[config.mk]
export PLATFORM = sky130hd
export DESIGN_NAME = tcw_front
export DESIGN_NICKNAME = d
export VERILOG_FILES = /design/src/hw/rtl/assert_macros.svh /design/src/hw/rtl/tcw_pkg.sv /design/src/hw/rtl/tcw_front.sv
export SDC_FILE = /design/constraint.sdc
export NUM_CORES = 1
export LEC_CHECK = 0
export ABC_AREA = 1
export ABC_CLOCK_PERIOD_IN_PS = 800
export BUFFER_PORTS_ARGS = -buffer_cell sky130_fd_sc_hd__buf_2
export CAP_MARGIN = 5
export CORE_AREA = 2 2 39 41
export DETAILED_ROUTE_END_ITERATION = 8
export DIE_AREA = 0 0 41 43
export PLACE_DENSITY = 0.71
export SLEW_MARGIN = 10
export SYNTH_ARGS = -nofsm -noshare
export SYNTH_HDL_FRONTEND = slang
export SYNTH_SLANG_ARGS = --single-unit
[constraint.sdc]
create_clock -name vclk -period 0.8
set_input_delay 0 -clock vclk [all_inputs]
set_output_delay 0 -clock vclk [all_outputs]
set_load 0.01 [all_outputs]
[src/hw/rtl/assert_macros.svh]
`ifndef ASSERT_MACROS_SVH
`define ASSERT_MACROS_SVH

// same-cycle implication, checked outside reset
`define ASSERT_IMPLY(label, clk, rst_n, ante, cons, msg) \
    label: assert property (@(posedge clk) disable iff (!rst_n) (ante) |-> (cons)) \
        else $error(msg);

// next-cycle implication, checked outside reset
`define ASSERT_NEXT(label, clk, rst_n, ante, cons, msg) \
    label: assert property (@(posedge clk) disable iff (!rst_n) (ante) |=> (cons)) \
        else $error(msg);

`endif

[src/hw/rtl/tcw_pkg.sv]
`timescale 1ns / 1ps
`default_nettype none

package tcw_pkg;

    // action codes on the command port
    localparam logic [1:0] ACT_PUT   = 2'd0;
    localparam logic [1:0] ACT_CLEAR = 2'd1;
    localparam logic [1:0] ACT_READ  = 2'd2;

    // character codes
    localparam logic [7:0] CH_NUL     = 8'd0;
    localparam logic [7:0] CH_TAB     = 8'd9;
    localparam logic [7:0] CH_NEWLINE = 8'd10;
    localparam logic [7:0] CH_RETURN  = 8'd13;
    localparam logic [7:0] CH_BLANK   = 8'h20;

    localparam logic [7:0] ATTR_RESET = 8'd112;

    // tab stops every four columns
    localparam int TAB_W = 2;

    localparam int QUEUE_DEPTH = 2;
    localparam int QPTR_W      = $clog2(QUEUE_DEPTH);
    localparam int QCNT_W      = $clog2(QUEUE_DEPTH + 1);

    typedef enum logic [2:0] {
        OP_NOP,
        OP_NEWLINE,
        OP_RETURN,
        OP_TAB,
        OP_CHAR,
        OP_CLEAR,
        OP_READ
    } t_op;

    typedef struct packed {
        t_op        op;
        logic [7:0] ch;
        logic [4:0] row;
        logic [6:0] col;
    } t_cmd;

    typedef struct packed {
        logic full;
        logic empty;
    } t_q_status;

    typedef struct packed {
        logic init_busy;
    } t_back_status;

endpackage

`default_nettype wire

[src/hw/rtl/tcw_front.sv]
`timescale 1ns / 1ps
`default_nettype none

module tcw_front
    import tcw_pkg::*;
#(
    parameter int COLUMNS = 80,
    parameter int ROWS    = 25
) (
    input  wire logic         i_start,
    output logic              o_busy,
    input  wire logic [1:0]   i_action,
    input  wire logic [7:0]   i_char_code,
    input  wire logic [4:0]   i_read_row,
    input  wire logic [6:0]   i_read_col,
    input  wire t_q_status    i_q_st,
    input  wire t_back_status i_back_st,
    output logic              o_push,
    output t_cmd              o_cmd
);

    logic in_range;

    assign o_busy   = i_q_st.full | i_back_st.init_busy;
    assign o_push   = i_start & ~o_busy;
    assign in_range = (32'(i_read_row) < ROWS) && (32'(i_read_col) < COLUMNS);

    always_comb begin
        o_cmd.ch  = i_char_code;
        o_cmd.row = i_read_row;
        o_cmd.col = i_read_col;
        unique case (i_action)
            ACT_PUT: begin
                unique case (i_char_code)
                    CH_NUL:     o_cmd.op = OP_NOP;
                    CH_NEWLINE: o_cmd.op = OP_NEWLINE;
                    CH_RETURN:  o_cmd.op = OP_RETURN;
                    CH_TAB:     o_cmd.op = OP_TAB;
                    default:    o_cmd.op = OP_CHAR;
                endcase
            end
            ACT_CLEAR: o_cmd.op = OP_CLEAR;
            // out-of-range reads answer zero without touching the store
            ACT_READ:  o_cmd.op = in_range ? OP_READ : OP_NOP;
            default:   o_cmd.op = OP_NOP;
        endcase
    end

endmodule

`default_nettype wire

==> flow_summary_export.csv <==
group,metric,value,unit
worst_setup_path,worst_ep_arrival_time,0.69,ns
sta,setup_ws_final,0.107,ns
worst_setup_path,required,0.80,ns
job,timing.max_cap.violations,0,
drt,wire_length_reported_by_the_detailed_router,701,um
floorplanning,fp.dieArea,1760,um^2
cts,post_cts.repair.setup_buffers,0,
outcome,status,"finished clean",
drt,dr.first_iter.drc_count,2,
synthesis,synthDominantAreaCellType,"buf_4",
grt,gr-usage-all-layers,0.0709,
synthesis,netlist_top_cells_count,"buf_4 (20), nand2_1 (13), inv_1 (9), nor2_1 (8), nand3_1 (3)",
drt,post_drt_wl_per_cell,7.15,um
final_layout,layout-drive-gt1-share,0.585,
sta,fmaxAchievable,1.44,GHz
worst_setup_path,timing.critical_path.slowest_stage_cell,"buf_2",
sta,final_max_slew_viol_count,0,
synthesis,synth_nets,86,
synthesis,synth.most_common_cell,"buf_4",
pwr,power.static_leakage,0.288,nW
sta,hold_viol_final,0,
worst_setup_path,cp_max_fo,3,
drt,drtAntennaViolNets,0,
synthesis,synth_cells,60,
floorplanning,die-width,41,um
sta,hold-worst-slack,0.00000448,ns
sta,report.final.setup_viol,0,
final_layout,numnets_final,110,
placed_design,gp_congestion,0.644,
drt,number_of_iterations_in_the_first_detailed_routing_pass,2,
final_layout,layout-area-overhead-vs-synth,29.3,%
final_layout,regArea,0,um^2
grt,grt_first_pass_wirelength,938,um
drt,route.detailed.vias_per_inst,3.82,
final_layout,antenna_cells_inserted,0,
synthesis,ys_seq_area_frac,0,
grt,maximum_number_of_pins_on_one_net_before_global_route_repair,5,
sta,period_minus_slack,0.693,ns
floorplanning,ios,51,
final_layout,finish.cell_count_without_fillers,98,
final_layout,seq_cells,0,
synthesis,avgSynthCellArea,5.40,um^2
pwr,power-per-cell-area,486,nW/um^2
synthesis,yosysUniqueCellTypes,11,
sta,tns,0,ns
hold_path,min-delay-path-class,"in2out",
drt,drc,0,
drt,route.vias.total,374,
synthesis,yosysTopAreaCellShare,0.463,
worst_setup_path,critical_path.endpoint_type,"output pin",
sta,tightest_slew,0.150,ns
grt,grt_antenna_before_repair,0,
sta,slew_headroom,0.899,
placed_design,numPlacedInstances,98,
floorplanning,rows,14,
pwr,report.power.total,0.204,mW
placed_design,place_worst_setup_slack,0.0735,ns
placed_design,placement.cell_area,404,um^2
synthesis,synthesis.yosys.warnings,0,
placed_design,port-buffer-count,42,
worst_setup_path,ordered_list_of_cells_on_the_worst_path,"buf_2 > nor2_1 > nand2_2 > nor2_2 > nor2_1 > nand2_1 > nand2_1 > buf_2",
grt,grt_pass1_vias,272,
final_layout,final_cell_area,419,um^2
worst_setup_path,setup.worst_path.class,"in2out",
synthesis,synth.area.top_cells,"buf_4 (46%), nand2_1 (15%), inv_1 (10%)",
final_layout,clock_buffer_count,0,
pwr,worst_ir_drop_vdd,0.101,mV
placed_design,dp.final_hpwl,664,um
worst_setup_path,critical-path-max-stage-delay,0.13,ns
synthesis,synth_area,324,um^2
grt,grt.overflow.total,0,
floorplanning,starting_density,0.234,
sta,final_min_period_over_clock_period,0.866,
worst_setup_path,setup.worst_path.start_class,"input pin",
final_layout,post-route-util,0.303,
floorplanning,core_region_area,1380,um^2
floorplanning,die_h,43,um
==> area by class of cell <==
cell class / count / area (um^2)
well taps: 16 / 20.0
multi-input cells: 31 / 143
inverters: 9 / 33.8
repair buffers: 42 / 223
fillers: 156 / 965
==> power by group <==
group / internal (mW) / leakage, nW / switching, mW
Sequential: 0 / 0 / 0
Clock: 0 / 0 / 0
Combinational: 0.102 / 0.288 / 0.102
==> final timing paths <==
check                          start  slack [ns]   endpoint  depth (start not counted)
worst min-delay path   i_read_col[1]    0.000004   o_cmd[1]                          0
worst max-delay path  i_char_code[7]        0.11  o_cmd[22]                          8
==> placed cells by master, fill, tap and decap left out <==
master    instances
inv_1             8
inv_2             1
xnor2_1           1
o21ai_0           1
nor2_2            3
nor2_1            7
nand2_1          13
nand2_2           1
o21bai_1          1
buf_2            40
nand3_1           3
or2_2             1
buf_6             2
==> cells by family (layout without fill, tap and decap cells) <==
| kind of cell | count (synthesis) | after routing | synth area share |
|---|---|---|---|
| buffers and inverters | 29 | 51 | 0.568 |
| and+or+nand+nor | 28 | 28 | 0.367 |
| AOI/OAI and AO/OA | 2 | 2 | 0.0386 |
| xor gates and xnor gates | 1 | 1 | 0.0270 |
==> repair_timing <==
item                                   4_1_cts  5_1_grt
endpoints found under the hold margin        0        0
hold buffers                                 0        0
resized for setup                            0        5
setup endpoints to repair                    0        2
==> per-layer routing <==
layer / vias to the layer above / GRT usage / share of wire
li1: 202 / - / -
met1: 143 / 0.0601 / 0.33
met2: 27 / 0.156 / 0.52
met3: 2 / 0 / 0.15
met4: 0 / 0.0133 / 0.0086
met5: - / 0 / 0
==> critical path: cells and delay by family <==
| kind | cells | cell delay [ns] |
|---|---|---|
| simple gates | 6 | 0.45 |
| buf+inv | 2 | 0.23 |
(Power assumes the default switching activity.)
