--- src/hw/rtl/assert_macros.svh ---
`ifndef ASSERT_MACROS_SVH
`define ASSERT_MACROS_SVH

// same-cycle implication, checked outside reset
`define ASSERT_IMPLY(label, clk, rst_n, ante, cons, msg) \
    label: assert property (@(posedge clk) disable iff (!rst_n) (ante) |-> (cons)) \
        else $error(msg);

// next-cycle implication, checked outside reset
`define ASSERT_NEXT(label, clk, rst_n, ante, cons, msg) \
    label: assert property (@(posedge clk) disable iff (!rst_n) (ante) |=> (cons)) \
        else $error(msg);

`endif

--- src/hw/rtl/tcw_pkg.sv ---
`timescale 1ns / 1ps
`default_nettype none

package tcw_pkg;

    // action codes on the command port
    localparam logic [1:0] ACT_PUT   = 2'd0;
    localparam logic [1:0] ACT_CLEAR = 2'd1;
    localparam logic [1:0] ACT_READ  = 2'd2;

    // character codes
    localparam logic [7:0] CH_NUL     = 8'd0;
    localparam logic [7:0] CH_TAB     = 8'd9;
    localparam logic [7:0] CH_NEWLINE = 8'd10;
    localparam logic [7:0] CH_RETURN  = 8'd13;
    localparam logic [7:0] CH_BLANK   = 8'h20;

    localparam logic [7:0] ATTR_RESET = 8'd112;

    // tab stops every four columns
    localparam int TAB_W = 2;

    localparam int QUEUE_DEPTH = 2;
    localparam int QPTR_W      = $clog2(QUEUE_DEPTH);
    localparam int QCNT_W      = $clog2(QUEUE_DEPTH + 1);

    typedef enum logic [2:0] {
        OP_NOP,
        OP_NEWLINE,
        OP_RETURN,
        OP_TAB,
        OP_CHAR,
        OP_CLEAR,
        OP_READ
    } t_op;

    typedef struct packed {
        t_op        op;
        logic [7:0] ch;
        logic [4:0] row;
        logic [6:0] col;
    } t_cmd;

    typedef struct packed {
        logic full;
        logic empty;
    } t_q_status;

    typedef struct packed {
        logic init_busy;
    } t_back_status;

endpackage

`default_nettype wire

--- src/hw/rtl/tcw_queue.sv ---
`timescale 1ns / 1ps
`default_nettype none

module tcw_queue
    import tcw_pkg::*;
(
    input  wire logic i_clk,
    input  wire logic i_rst_n,
    input  wire logic i_push,
    input  wire t_cmd i_cmd,
    input  wire logic i_pop,
    output t_cmd      o_cmd,
    output t_q_status o_st
);

    t_cmd              r_mem [QUEUE_DEPTH];
    logic [QPTR_W-1:0] r_wptr;
    logic [QPTR_W-1:0] r_rptr;
    logic [QCNT_W-1:0] r_count;

    logic do_push;
    logic do_pop;

    assign o_st.full  = (r_count == QCNT_W'(QUEUE_DEPTH));
    assign o_st.empty = (r_count == '0);
    assign do_push    = i_push & ~o_st.full;
    assign do_pop     = i_pop & ~o_st.empty;
    assign o_cmd      = r_mem[r_rptr];

    always_ff @(posedge i_clk) begin
        if (!i_rst_n) begin
            r_wptr  <= '0;
            r_rptr  <= '0;
            r_count <= '0;
        end else begin
            if (do_push) begin
                r_wptr <= (r_wptr == QPTR_W'(QUEUE_DEPTH - 1)) ? '0 : r_wptr + 1'b1;
            end
            if (do_pop) begin
                r_rptr <= (r_rptr == QPTR_W'(QUEUE_DEPTH - 1)) ? '0 : r_rptr + 1'b1;
            end
            if (do_push && !do_pop) begin
                r_count <= r_count + 1'b1;
            end else if (do_pop && !do_push) begin
                r_count <= r_count - 1'b1;
            end
        end
        if (do_push) begin
            r_mem[r_wptr] <= i_cmd;
        end
    end

endmodule

`default_nettype wire

--- config.mk ---
export PLATFORM = sky130hd
export DESIGN_NAME = tcw_queue
export DESIGN_NICKNAME = d
export VERILOG_FILES = /design/src/hw/rtl/assert_macros.svh /design/src/hw/rtl/tcw_pkg.sv /design/src/hw/rtl/tcw_queue.sv
export SDC_FILE = /design/constraint.sdc
export NUM_CORES = 1
export LEC_CHECK = 0
export BUFFER_PORTS_ARGS = -buffer_cell sky130_fd_sc_hd__buf_2
export CORE_MARGIN = 5
export CORE_UTILIZATION = 45
export DETAILED_ROUTE_END_ITERATION = 12
export GPL_TIMING_DRIVEN = 0
export PLACE_DENSITY_LB_ADDON = 0.08
export SKIP_LAST_GASP = 1
export SLEW_MARGIN = 20
export SYNTH_ARGS = -nofsm -noshare
export SYNTH_HDL_FRONTEND = slang
export SYNTH_SLANG_ARGS = --single-unit
--- constraint.sdc ---
create_clock -name i_clk -period 3.9 [get_ports i_clk]
set_input_delay 0.39 -clock i_clk [delete_from_list [all_inputs] [get_ports i_clk]]
set_output_delay 0.39 -clock i_clk [all_outputs]
set_load 0.01 [all_outputs]
==> out/qor.yml <==
clockRootBuffer: "clkbuf_8"
die_x_um: 74.7
synth_seq_cells: 51
min_from: "i_cmd[21]"
io_buffers: 51
dp_hpwl_mm: 2.29
fin_crit_ns: 1.90
drtPass1Iterations: 4
vias_per_cell: 4.87
crit_path_cell_trace: "buf_2 -> mux2_2 -> buf_2"
drv_cap: 0
cts_tree: "built"
core_sq_mm: 0.00403
pin_count: 52
finalNetCount: 183
syn_area_per_cell_sq_um: 19.6
async_flop_share_pct: 0
htreeDepth: 2
drcViolationCount: 0
drv_slew: 0
num_antenna_cells: 0
p_leak_nw: 0.878
cp.arrival_ns: 1.51
use_met2_pct: 21.6
hold-path-endpoint: "r_mem[1][21]"
clock_skew_ns: 0.00524
cp_slowest_cell: "dfxtp_1"
grt-ovfl-total: 0
regArea_sq_mm: 0.00148
status: "complete, no violations"
hold_slack_ns: 0.283
grt_use_met1_pct: 13.6
wl_per_cell_um: 15.4
grtUsageTotal_pct: 12.4
gp_congestion: 0.641
rows: 23
worstSetupEndpointType: "output port"
syn_area_sq_mm: 0.00188
grt_pass1_vias: 1098
path_max_fanout: 10
first_iter_violations: 42
max-slew-margin-rel_pct: 61.6
post_cts_buffers: 0
numCtsBuffers: 5
r2r_start: "r_count[0]"
synth_cells: 96
ctsResizeCount: 0
cp_common_cell: "buf_2"
vias: 1003
reg2regPathDepth: 4
fin_crit_sh_pct: 48.8
finalWirelength_mm: 3.17
cts_buffer_depth: 2
multi_input_area_sq_um: 393
drive_gt1_share_pct: 55.1
dieArea_sq_mm: 0.00558
netlist_top_cells_area: "edfxtp_1 73%, mux2_2 14%, dfxtp_1 5.3%, and2_1 1.0%, xnor2_1 0.93%"
cpPeakStageDelay_ns: 0.41
clock_latency_ns: 0.29
ant_nets: 0
antenna_found_initial: 0
synth_area_leader_cell: "edfxtp_1"
fmax_mhz: 526
worstSetupStartpointType: "register"
setup_viol: 0
reg2reg_to: "r_mem[0][13]"
rrSetupSlack_ns: 2.25
power.density_mw_per_mm2: 609
rsz0062_at_grt: "false"
hold_viol: 0
syn-num-nets: 124
clk_pin_slew_ns: 0.08
die_y_um: 74.7
busiest_layer: "met2"
vdd_drop_max_uv: 323
worst-setup-path-type: "register to output port"
grt_pass1_wl_mm: 5.02
grt_max_degree: 24
synth_edf_count: 46
crit_required_ns: 3.51
cts_hold_buf: 0
cts.sinks: 51
hp-class: "primary input to register"
synth_most_common_cell: "edfxtp_1"
tns_ns: 0
initial_core_util_pct: 46.8
area_growth_pct: 22.4
use_met3_pct: 5.61
synth_common_cells: "46 x edfxtp_1, 23 x mux2_2, 5 x dfxtp_1"
tightestPinTransition_ns: 0.574
hold_path_depth: 1
synth_flop_cell: "edfxtp_1"
synth_cell_types: 20
yosysWarnings: 0
fillers: 360
synth-seq-area-share_pct: 78.6
yosys.area.top_type_share_pct: 73.3
## where the power goes
part	internal, mW	total [mW]	switching [mW]
registers	0.689	0.721	0.0322
clock network	0.126	0.276	0.150
logic	0.200	0.407	0.207
total	1.02	1.40	0.389
## flip-flops by register name, indices dropped and copies added (netlist names), named ones only
register  flops
r_mem        46
r_wptr        1
r_rptr        1
r_count       2
## cell usage in the layout, fill, tap and decap left out
cell	instances
o21a_1	1
inv_2	1
nor2_1	2
xor2_1	1
nand2b_1	1
nor3_4	1
clkinv_2	1
edfxtp_1	46
and2_1	3
clkbuf_8	5
ha_1	1
dfxtp_1	5
buf_2	53
buf_8	1
clkbuf_1	2
and3_2	1
o21ai_0	1
inv_1	1
or3_1	1
xnor2_1	2
o21ai_1	1
a21boi_1	1
mux2_2	23
a21boi_0	1
## stage by stage
step	utilization (%)	instance area, sq um	worst slack, ns	total power, mW	std cells
final	57.2	2310	2.00	1.40	206
after global routing	57.2	2310	1.87	1.49	206
after detailed placement	55.2	2220	1.93	1.15	198
after global placement	54.7	2200	1.46	1.12	197
after CTS	57.2	2300	1.92	1.44	206
after floorplan	-	1880	1.94	0.990	96
## cells by family (layout without fill, tap and decap cells)
family	count (synthesis)	in the layout	share of synthesized area, %
buf+inv	4	64	0.929
simple gates	9	9	2.92
compound gates	5	5	1.73
fa+ha+maj	1	1	0.664
mux	23	23	13.7
flops	51	51	78.6
xor+xnor	3	3	1.39
## area by class of cell
cell class              count  share of cell area (%)
well taps                  50                    2.71
clock buffers               7                    3.31
multi-input cells          41                    17.0
inverters                   2                   0.326
plain buffers               2                   0.434
clock inverters             1                   0.217
flip-flops and latches     51                    64.2
repair buffers             52                    11.7
## metal layers
metal | up-vias | wire length, um | share of wire (%)
met3 | 2 | 252 | 7.9
met5 | - | 0 | 0
met2 | 33 | 1700 | 54
met1 | 480 | 1200 | 38
met4 | 0 | 17 | 0.54
li1 | 488 | - | -
## worst max-delay path by stage
stage	from	to	slack [ns]
after floorplan	r_count[0]	r_mem[0][0]	1.94
after global placement	r_count[0]	r_mem[0][10]	1.46
after detailed placement	r_count[0]	r_mem[1][18]	1.93
after CTS	r_count[0]	r_mem[1][6]	1.92
after global routing	register	o_cmd[9]	1.87
final	register	o_cmd[9]	2.00
## worst max-delay path: cells and delay by family, from the launching register on
| kind | cells | cell delay [ns] |
|---|---|---|
| flops | 1 | 0.41 |
| mux | 1 | 0.38 |
| buf+inv | 2 | 0.44 |
Power figures use the tool's default switching activity.
